--- config.mk ---
export PLATFORM = sky130hd
export DESIGN_NAME = button_debounce_long_press
export DESIGN_NICKNAME = d
export VERILOG_FILES = /design/src/sv/bdlp_pkg.sv /design/src/sv/button_debounce_long_press.sv /design/src/sv/bdlp_in_stage.sv /design/src/sv/bdlp_core.sv /design/src/sv/bdlp_out_stage.sv
export SDC_FILE = /design/constraint.sdc
export NUM_CORES = 1
export LEC_CHECK = 0
export BUFFER_PORTS_ARGS = -buffer_cell sky130_fd_sc_hd__buf_2
export CORE_ASPECT_RATIO = 1.4
export CORE_MARGIN = 10
export CORE_UTILIZATION = 40
export DETAILED_ROUTE_END_ITERATION = 12
export SETUP_SLACK_MARGIN = 0.5
export SLEW_MARGIN = 30
export SYNTH_ARGS = -nofsm -noshare
export SYNTH_HDL_FRONTEND = slang
export SYNTH_HIERARCHICAL = 1
export SYNTH_SLANG_ARGS = --single-unit
--- constraint.sdc ---
create_clock -name clk -period 6.67 [get_ports clk]
set_input_delay 0.3335 -clock clk [delete_from_list [all_inputs] [get_ports clk]]
set_output_delay 0.3335 -clock clk [all_outputs]
set_load 0.005 [all_outputs]
--- src/sv/bdlp_pkg.sv ---
// ----------------------------------------------------------------------------
// bdlp_pkg
// Shared types and constants for the button debounce / long press block.
// ----------------------------------------------------------------------------
`default_nettype none

package bdlp_pkg;

	localparam int unsigned LinesDefault    = 16;
	localparam int unsigned TickBitsDefault = 16;

	localparam int unsigned LineW = 4;
	localparam int unsigned PinW  = 16;
	localparam int unsigned RegW  = 16;
	localparam int unsigned IdxW  = 2;

	localparam int unsigned InDataW  = 24;
	localparam int unsigned OutDataW = 8;

	localparam logic [RegW-1:0] DebounceReset  = 16'd50;
	localparam logic [RegW-1:0] LongPressReset = 16'd1000;
	localparam logic [RegW-1:0] EnableReset    = 16'hFFFF;

	typedef enum logic [IdxW-1:0] {
		REG_DEBOUNCE   = 2'd0,
		REG_LONG_PRESS = 2'd1,
		REG_LINE_EN    = 2'd2
	} reg_idx_t;

	typedef struct packed {
		logic [PinW-1:0]  pressed_lines;
		logic [LineW-1:0] edge_line;
		logic             edge_valid;
	} item_t;

	typedef struct packed {
		logic             long_press;
		logic [LineW-1:0] key_line;
	} result_t;

	typedef struct packed {
		logic            we;
		reg_idx_t        index;
		logic [RegW-1:0] data;
	} cfg_wr_t;

endpackage

`default_nettype wire

--- src/sv/button_debounce_long_press.sv ---
// ----------------------------------------------------------------------------
// button_debounce_long_press
// Debounces a bank of edge-interrupt buttons and reports short / long presses.
// ----------------------------------------------------------------------------
// Each slave beat is one timer tick. The block takes one tick per clock cycle;
// a tick reaches the input register at the edge it is accepted, is evaluated
// against the debounce state in the following cycle, and its key report (if
// any) is loaded into the result register when the core takes the tick.
// Only a pending report that the master side refuses holds up further ticks.
// Configuration writes go through cfg_we / cfg_index / cfg_data and should
// be made while no tick is in flight.
`default_nettype none

module button_debounce_long_press #(
	parameter int unsigned LINES     = bdlp_pkg::LinesDefault,
	parameter int unsigned TICK_BITS = bdlp_pkg::TickBitsDefault
) (
	input  wire                              clk,
	input  wire                              arst_n,
	input  wire                              cfg_we,
	input  wire  [bdlp_pkg::IdxW-1:0]        cfg_index,
	input  wire  [bdlp_pkg::RegW-1:0]        cfg_data,
	input  wire                              s_tvalid,
	output logic                             s_tready,
	// [0] edge_valid, [4:1] edge_line, [20:5] pressed_lines, [23:21] zero
	input  wire  [bdlp_pkg::InDataW-1:0]     s_tdata,
	output logic                             m_tvalid,
	input  wire                              m_tready,
	// [3:0] key_line, [4] long_press, [7:5] zero
	output logic [bdlp_pkg::OutDataW-1:0]    m_tdata
);

	bdlp_pkg::cfg_wr_t cfg;
	bdlp_pkg::item_t   in_item, item_s1;
	bdlp_pkg::result_t res, out_res;
	logic              valid_s1, take_s1, res_valid, out_free;

	assign cfg.we    = cfg_we;
	assign cfg.index = bdlp_pkg::reg_idx_t'(cfg_index);
	assign cfg.data  = cfg_data;

	assign in_item = s_tdata[$bits(bdlp_pkg::item_t)-1:0];

	bdlp_in_stage u_in (
		.clk      (clk),
		.arst_n   (arst_n),
		.in_valid (s_tvalid),
		.in_ready (s_tready),
		.in_item  (in_item),
		.valid_s1 (valid_s1),
		.take_s1  (take_s1),
		.item_s1  (item_s1)
	);

	bdlp_core #(
		.LINES     (LINES),
		.TICK_BITS (TICK_BITS)
	) u_core (
		.clk       (clk),
		.arst_n    (arst_n),
		.cfg       (cfg),
		.valid_s1  (valid_s1),
		.item_s1   (item_s1),
		.out_free  (out_free),
		.take_s1   (take_s1),
		.res_valid (res_valid),
		.res       (res)
	);

	bdlp_out_stage u_out (
		.clk       (clk),
		.arst_n    (arst_n),
		.load      (take_s1 && res_valid),
		.res       (res),
		.out_free  (out_free),
		.out_valid (m_tvalid),
		.out_ready (m_tready),
		.out_res   (out_res)
	);

	assign m_tdata = {{(bdlp_pkg::OutDataW - $bits(bdlp_pkg::result_t)){1'b0}}, out_res};

endmodule

`default_nettype wire

--- src/sv/bdlp_in_stage.sv ---
// ----------------------------------------------------------------------------
// bdlp_in_stage
// Input register: holds one tick beat until the core takes it.
// ----------------------------------------------------------------------------
`default_nettype none

module bdlp_in_stage (
	input  wire                  clk,
	input  wire                  arst_n,
	input  wire                  in_valid,
	output logic                 in_ready,
	input  bdlp_pkg::item_t      in_item,
	output logic                 valid_s1,
	input  wire                  take_s1,
	output bdlp_pkg::item_t      item_s1
);

	logic v_s1;

	assign in_ready = !v_s1 || take_s1;
	assign valid_s1 = v_s1;

	always_ff @(posedge clk or negedge arst_n) begin
		if (!arst_n) begin
			v_s1 <= 1'b0;
		end else if (in_ready) begin
			v_s1 <= in_valid;
		end
	end

	always_ff @(posedge clk) begin
		if (in_ready && in_valid) begin
			item_s1 <= in_item;
		end
	end

endmodule

`default_nettype wire

--- src/sv/bdlp_core.sv ---
// ----------------------------------------------------------------------------
// bdlp_core
// Configuration registers, debounce state and the per-tick update.
// ----------------------------------------------------------------------------
`default_nettype none

module bdlp_core #(
	parameter int unsigned LINES     = bdlp_pkg::LinesDefault,
	parameter int unsigned TICK_BITS = bdlp_pkg::TickBitsDefault
) (
	input  wire                  clk,
	input  wire                  arst_n,
	input  bdlp_pkg::cfg_wr_t    cfg,
	input  wire                  valid_s1,
	input  bdlp_pkg::item_t      item_s1,
	input  wire                  out_free,
	output logic                 take_s1,
	output logic                 res_valid,
	output bdlp_pkg::result_t    res
);

	localparam int unsigned CmpW = 33;
	localparam logic [TICK_BITS-1:0] TickMax = {TICK_BITS{1'b1}};

	logic [bdlp_pkg::RegW-1:0]  debounce_q, long_press_q, line_en_q;
	logic                       armed_q, btn_valid_q, confirmed_q, long_rep_q;
	logic [bdlp_pkg::LineW-1:0] btn_line_q;
	logic [TICK_BITS-1:0]       elapsed_q;
	logic [LINES-1:0]           unmasked_q;

	logic                       armed_d, btn_valid_d, confirmed_d, long_rep_d;
	logic [bdlp_pkg::LineW-1:0] btn_line_d;
	logic [TICK_BITS-1:0]       elapsed_d;
	logic [LINES-1:0]           unmasked_d;

	logic [LINES-1:0] en_vec, line_sel;
	logic             accepted, held, hit;
	logic [CmpW-1:0]  lat_w, db_w, lp_w;
	logic             long_d;

	for (genvar i = 0; i < LINES; i++) begin : g_line
		if (i < bdlp_pkg::RegW) begin : g_en
			assign en_vec[i] = line_en_q[i];
		end else begin : g_off
			assign en_vec[i] = 1'b0;
		end
		assign line_sel[i] = (32'(item_s1.edge_line) == i);
	end

	always_ff @(posedge clk or negedge arst_n) begin
		if (!arst_n) begin
			debounce_q   <= bdlp_pkg::DebounceReset;
			long_press_q <= bdlp_pkg::LongPressReset;
			line_en_q    <= bdlp_pkg::EnableReset;
		end else if (cfg.we) begin
			case (cfg.index)
				bdlp_pkg::REG_DEBOUNCE:   debounce_q   <= cfg.data;
				bdlp_pkg::REG_LONG_PRESS: long_press_q <= cfg.data;
				bdlp_pkg::REG_LINE_EN:    line_en_q    <= cfg.data;
				default: ;
			endcase
		end
	end

	always_comb begin
		hit          = |(line_sel & en_vec & unmasked_q);
		accepted     = item_s1.edge_valid && hit;
		armed_d      = armed_q;
		btn_valid_d  = btn_valid_q;
		confirmed_d  = confirmed_q;
		long_rep_d   = long_rep_q;
		btn_line_d   = btn_line_q;
		unmasked_d   = unmasked_q;
		res_valid    = 1'b0;
		long_d       = 1'b0;

		if (accepted) begin
			unmasked_d  = unmasked_q & ~line_sel;
			btn_line_d  = item_s1.edge_line;
			btn_valid_d = 1'b1;
			armed_d     = 1'b1;
			elapsed_d   = '0;
		end else if (elapsed_q != TickMax) begin
			elapsed_d = elapsed_q + TICK_BITS'(1);
		end else begin
			elapsed_d = elapsed_q;
		end

		held  = item_s1.pressed_lines[btn_line_d];
		lat_w = CmpW'(elapsed_d);
		db_w  = CmpW'(debounce_q);
		lp_w  = CmpW'(long_press_q);

		if (armed_d) begin
			if (btn_valid_d && !long_rep_d) begin
				if (!confirmed_d && lat_w >= db_w) begin
					if (held) begin
						confirmed_d = 1'b1;
					end else begin
						elapsed_d   = '0;
						btn_valid_d = 1'b0;
					end
				end
				if (confirmed_d) begin
					if (!held) begin
						res_valid   = 1'b1;
						elapsed_d   = '0;
						confirmed_d = 1'b0;
						btn_valid_d = 1'b0;
					end else if (lat_w >= lp_w) begin
						res_valid  = 1'b1;
						long_d     = 1'b1;
						long_rep_d = 1'b1;
					end
				end
			end else if (confirmed_d) begin
				if (!held) begin
					elapsed_d   = '0;
					confirmed_d = 1'b0;
					btn_valid_d = 1'b0;
					long_rep_d  = 1'b0;
				end
			end else if (lat_w > db_w) begin
				armed_d    = 1'b0;
				unmasked_d = unmasked_d | en_vec;
			end
		end
	end

	// a tick with no result never waits on the output side
	assign take_s1        = valid_s1 && (out_free || !res_valid);
	assign res.key_line   = btn_line_d;
	assign res.long_press = long_d;

	always_ff @(posedge clk or negedge arst_n) begin
		if (!arst_n) begin
			armed_q     <= 1'b0;
			btn_valid_q <= 1'b0;
			confirmed_q <= 1'b0;
			long_rep_q  <= 1'b0;
			btn_line_q  <= '0;
			elapsed_q   <= '0;
			unmasked_q  <= '1;
		end else if (take_s1) begin
			armed_q     <= armed_d;
			btn_valid_q <= btn_valid_d;
			confirmed_q <= confirmed_d;
			long_rep_q  <= long_rep_d;
			btn_line_q  <= btn_line_d;
			elapsed_q   <= elapsed_d;
			unmasked_q  <= unmasked_d;
		end
	end

endmodule

`default_nettype wire

--- src/sv/bdlp_out_stage.sv ---
// ----------------------------------------------------------------------------
// bdlp_out_stage
// Result register towards the master side.
// ----------------------------------------------------------------------------
`default_nettype none

module bdlp_out_stage (
	input  wire                  clk,
	input  wire                  arst_n,
	input  wire                  load,
	input  bdlp_pkg::result_t    res,
	output logic                 out_free,
	output logic                 out_valid,
	input  wire                  out_ready,
	output bdlp_pkg::result_t    out_res
);

	logic valid_q;

	assign out_free  = !valid_q || out_ready;
	assign out_valid = valid_q;

	always_ff @(posedge clk or negedge arst_n) begin
		if (!arst_n) begin
			valid_q <= 1'b0;
		end else if (out_free) begin
			valid_q <= load;
		end
	end

	always_ff @(posedge clk) begin
		if (out_free && load) begin
			out_res <= res;
		end
	end

endmodule

`default_nettype wire

==> metrics.txt <==
status=completed; commonest non-fill, non-tap cells in the layout=inv_1 (51), buf_2 (49), dfrtp_1 (49); FFs w/ async S/R, synth=0.776; total power=2.37 mW; number of flops mapped to enable cells by yosys=26; Fin Hold WS=0.100 ns; Synth Area per Inst=10.6 µm²; vias per cell=5.57; slowest CP cell=edfxtp_1; initial DRC count=274; placed cell areas=6890 µm²; Netlist Area Pre-Place=6480 µm²; largest net degree at the start of global routing=58; Routed WL per cell=17.3 µm; post-synthesis sequential area ratio=0.476; reg-to-reg slack, setup=1.06 ns; Hold EP=u_in/item_s1[19]; Final Cycle Share=0.873; synthesized flop and latch total=116; CP max stage delay=0.88 ns; first-pass GRT wire length=25100 µm; Vias=4847; placed cell count=837; DR DRC count=0; Worst Setup Path Type=flip-flop to primary output; I/O pins=57; Num CTS Buffers=17; Port Buf Inserts=50; Non-Filler Instances=870; Detail Placement HPWL=11100 µm; Worst Skew=0.0106 ns; routability congestion estimate from global placement=0.864; Arrival @ worst endpoint=5.49 ns; synthesis-to-finish area growth=15.7%; DIE AREA=21800 µm²; clk_lat worst skew=0.41 ns; Final Max Slew Viols=0; Finished Cell Area=7500 µm²; Primary FF master, synth=dfrtp_1; worst-path maximum fanout=27; Final Hold Vio Count=0; Tightest Pin Transition=0.894 ns; fillers=1462; Buf/Inv on CP=2; worst vdd ir=157 µV; die width=128 µm; PnR worst setup slack=0.845 ns; Top delay family on crit path=compound AO/OA/AOI/OAI gates; Clock Sinks=116; H-Tree Depth=4; commonest non-fill, non-tap cell in the layout=inv_1; Crit Reg-Reg Startpoint=u_in/item_s1[1]; count of cell types in the netlist=72; Setup WS pre-CTS=0.988 ns; GRT Residual Overflow=0; initial antenna violation count=0; post-route ant nets=0; First-pass DRT Iterations=4; Post-Route WL=15100 µm; Root Driver=clkbuf_16; worst-path cell chain=nor2_1 > a21boi_0 > nor3_1 > a31oi_4 > nand2b_1 > ha_1 > nand2b_1 > a21o_1 > a21o_1 > a21o_1 > a21o_1 > a21o_1 > a211oi_1 > nor4_1 > o211a_1 > a311oi_4 > buf_6 > nand2b_4 > buf_2; row count=55; Inserted Diodes=0; Worst setup SP type=flip-flop; post-CTS setup buffer count=0; CTS tree=yes; f_max=172 MHz; hold crit path type=primary input to flip-flop; vias in the first global route=5108; Mapped Cells=612; setup TNS=0 ns; Tot GR Track Use=0.143; Initial Utilization=0.404; Reg-to-Reg End=u_in/item_s1[4]; Pwr Density=316 nW/µm²; hold depth=1; hold path start=s_tdata[19]; min Tclk post-route=5.83 ns; Setup-failing EPs final=0; Max Buffers Root-to-Sink=2; CTS clk-pin slew, worst paths=0.05 ns; Core ar.=16000 µm²; Critical Path Most Common Cell=a21o_1; NumNets Final=738; RSZ-0062 raised after global routing=no; layout cells sized above 1=0.285; max_slew headroom=0.402; Worst Setup End Kind=primary output; Worst R2R Path Depth=19; Max Cap Viol=0; Leak=3.25 nW; Die H=171 µm; final core utilization=0.467; Yosys warning count=6; Required @ worst endpoint=6.34 ns
==> power breakdown <==
part	switching, mW	internal [mW]	total (mW)
sequential	0.0838	0.851	0.934
clock	0.315	0.575	0.890
combinational	0.297	0.248	0.544
total	0.695	1.67	2.37
==> Yosys cell counts (all sizes together) (3+ instances only) <==
| library cell | instances | share of area |
|---|---|---|
| a221oi | 3 | 0.0041 |
| edfxtp | 26 | 0.12 |
| a211oi | 3 | 0.0035 |
| a21o | 12 | 0.014 |
| nand4 | 28 | 0.027 |
| buf | 19 | 0.018 |
| and2 | 8 | 0.0085 |
| a22o | 16 | 0.022 |
| clkbuf | 14 | 0.0081 |
| xnor2 | 11 | 0.015 |
| dfstp | 41 | 0.17 |
| dfrtp | 49 | 0.19 |
| inv | 51 | 0.030 |
| mux2 | 44 | 0.076 |
| nor3 | 7 | 0.0054 |
| mux2i | 7 | 0.011 |
| nand4b | 4 | 0.0054 |
| o21ai | 45 | 0.035 |
| nand3 | 31 | 0.024 |
| and3 | 4 | 0.0039 |
| nor2 | 32 | 0.019 |
| a31oi | 3 | 0.0029 |
| nand2b | 8 | 0.010 |
| a21boi | 3 | 0.0035 |
| nand2 | 34 | 0.020 |
| a21oi | 21 | 0.017 |
| nor2b | 6 | 0.0058 |
| or2 | 3 | 0.0029 |
| nand3b | 8 | 0.011 |
| ha | 33 | 0.064 |
==> per-layer routing <==
metal	vias to the layer above	wire, µm	global-route usage
met5	-	0	0
li1	2306	-	-
met1	2429	6120	0.154
met4	0	305	0.0604
met2	90	8260	0.263
met3	22	395	0.0285
==> logic make-up after synthesis <==
group | count (synthesis) | synth area share
other | 1 | 0.000579
AOI/OAI and AO/OA | 130 | 0.138
buffers and inverters | 84 | 0.0558
adders and majority gates | 33 | 0.0637
muxes | 53 | 0.0942
and+or+nand+nor | 183 | 0.155
DFF | 116 | 0.476
xor gates and xnor gates | 12 | 0.0162
==> state kept, by name, summed over array words and instances (netlist names) <==
register and count:
u_core/armed_q 1, u_core/btn_line_q 4, u_core/btn_valid_q 1, u_core/confirmed_q 1, u_core/debounce_q 16, u_core/elapsed_q 16
u_core/en_vec 16, u_core/long_press_q 16, u_core/long_rep_q 1, u_core/unmasked_q 16, u_in/item_s1 21, u_in/valid_s1 1
u_out/out_res 5, u_out/out_valid 1
==> worst max-delay path by stage <==
stage                        startpoint              end  slack [ns]  cells past startpoint
CTS                 u_core/elapsed_q[3]         s_tready        0.71                     22
finish                  u_in/item_s1[1]         s_tready        0.84                     19
global placement        u_in/item_s1[4]  u_in/item_s1[2]        1.09                     19
detailed placement  u_core/elapsed_q[2]  u_in/item_s1[1]        0.99                     22
global route        u_core/elapsed_q[2]         s_tready        0.51                     22
floorplan              u_core/en_vec[0]  u_in/item_s1[0]        1.16                     22
==> area by class of cell <==
| type | instances | area [µm²] | area share |
|---|---|---|---|
| inverters | 51 | 191 | 0.0255 |
| clock buffers | 25 | 518 | 0.0691 |
| clock inverters | 7 | 67.6 | 0.00901 |
| well taps | 199 | 249 | 0.0332 |
| repair buffers | 58 | 319 | 0.0426 |
| flip-flops and latches | 116 | 3080 | 0.411 |
| multi-input cells | 414 | 3070 | 0.409 |
==> worst reg2reg max path, stage by stage (launching register included) <==
cell and delay [ns]:
edfxtp_1 0.88, nor2_1 0.25, a21boi_0 0.20, nor3_1 0.45, a31oi_4 0.21, nand2b_1 0.25, ha_1 0.28, nand2b_1 0.14
a21o_1 0.18, a21o_1 0.18, a21o_1 0.17, a21o_1 0.18, a21o_1 0.20, a211oi_1 0.28, nor4_1 0.09, o211a_1 0.26
a311oi_4 0.34, buf_6 0.26, nand2b_4 0.17, and2_4 0.30
==> repair_timing <==
item / CTS / global route
hold buffers: 1 / 0
endpoints found under the setup margin: 0 / 7
resized for setup: 0 / 2
endpoints found under the hold margin: 16 / 0
(Power assumes the default switching activity.)
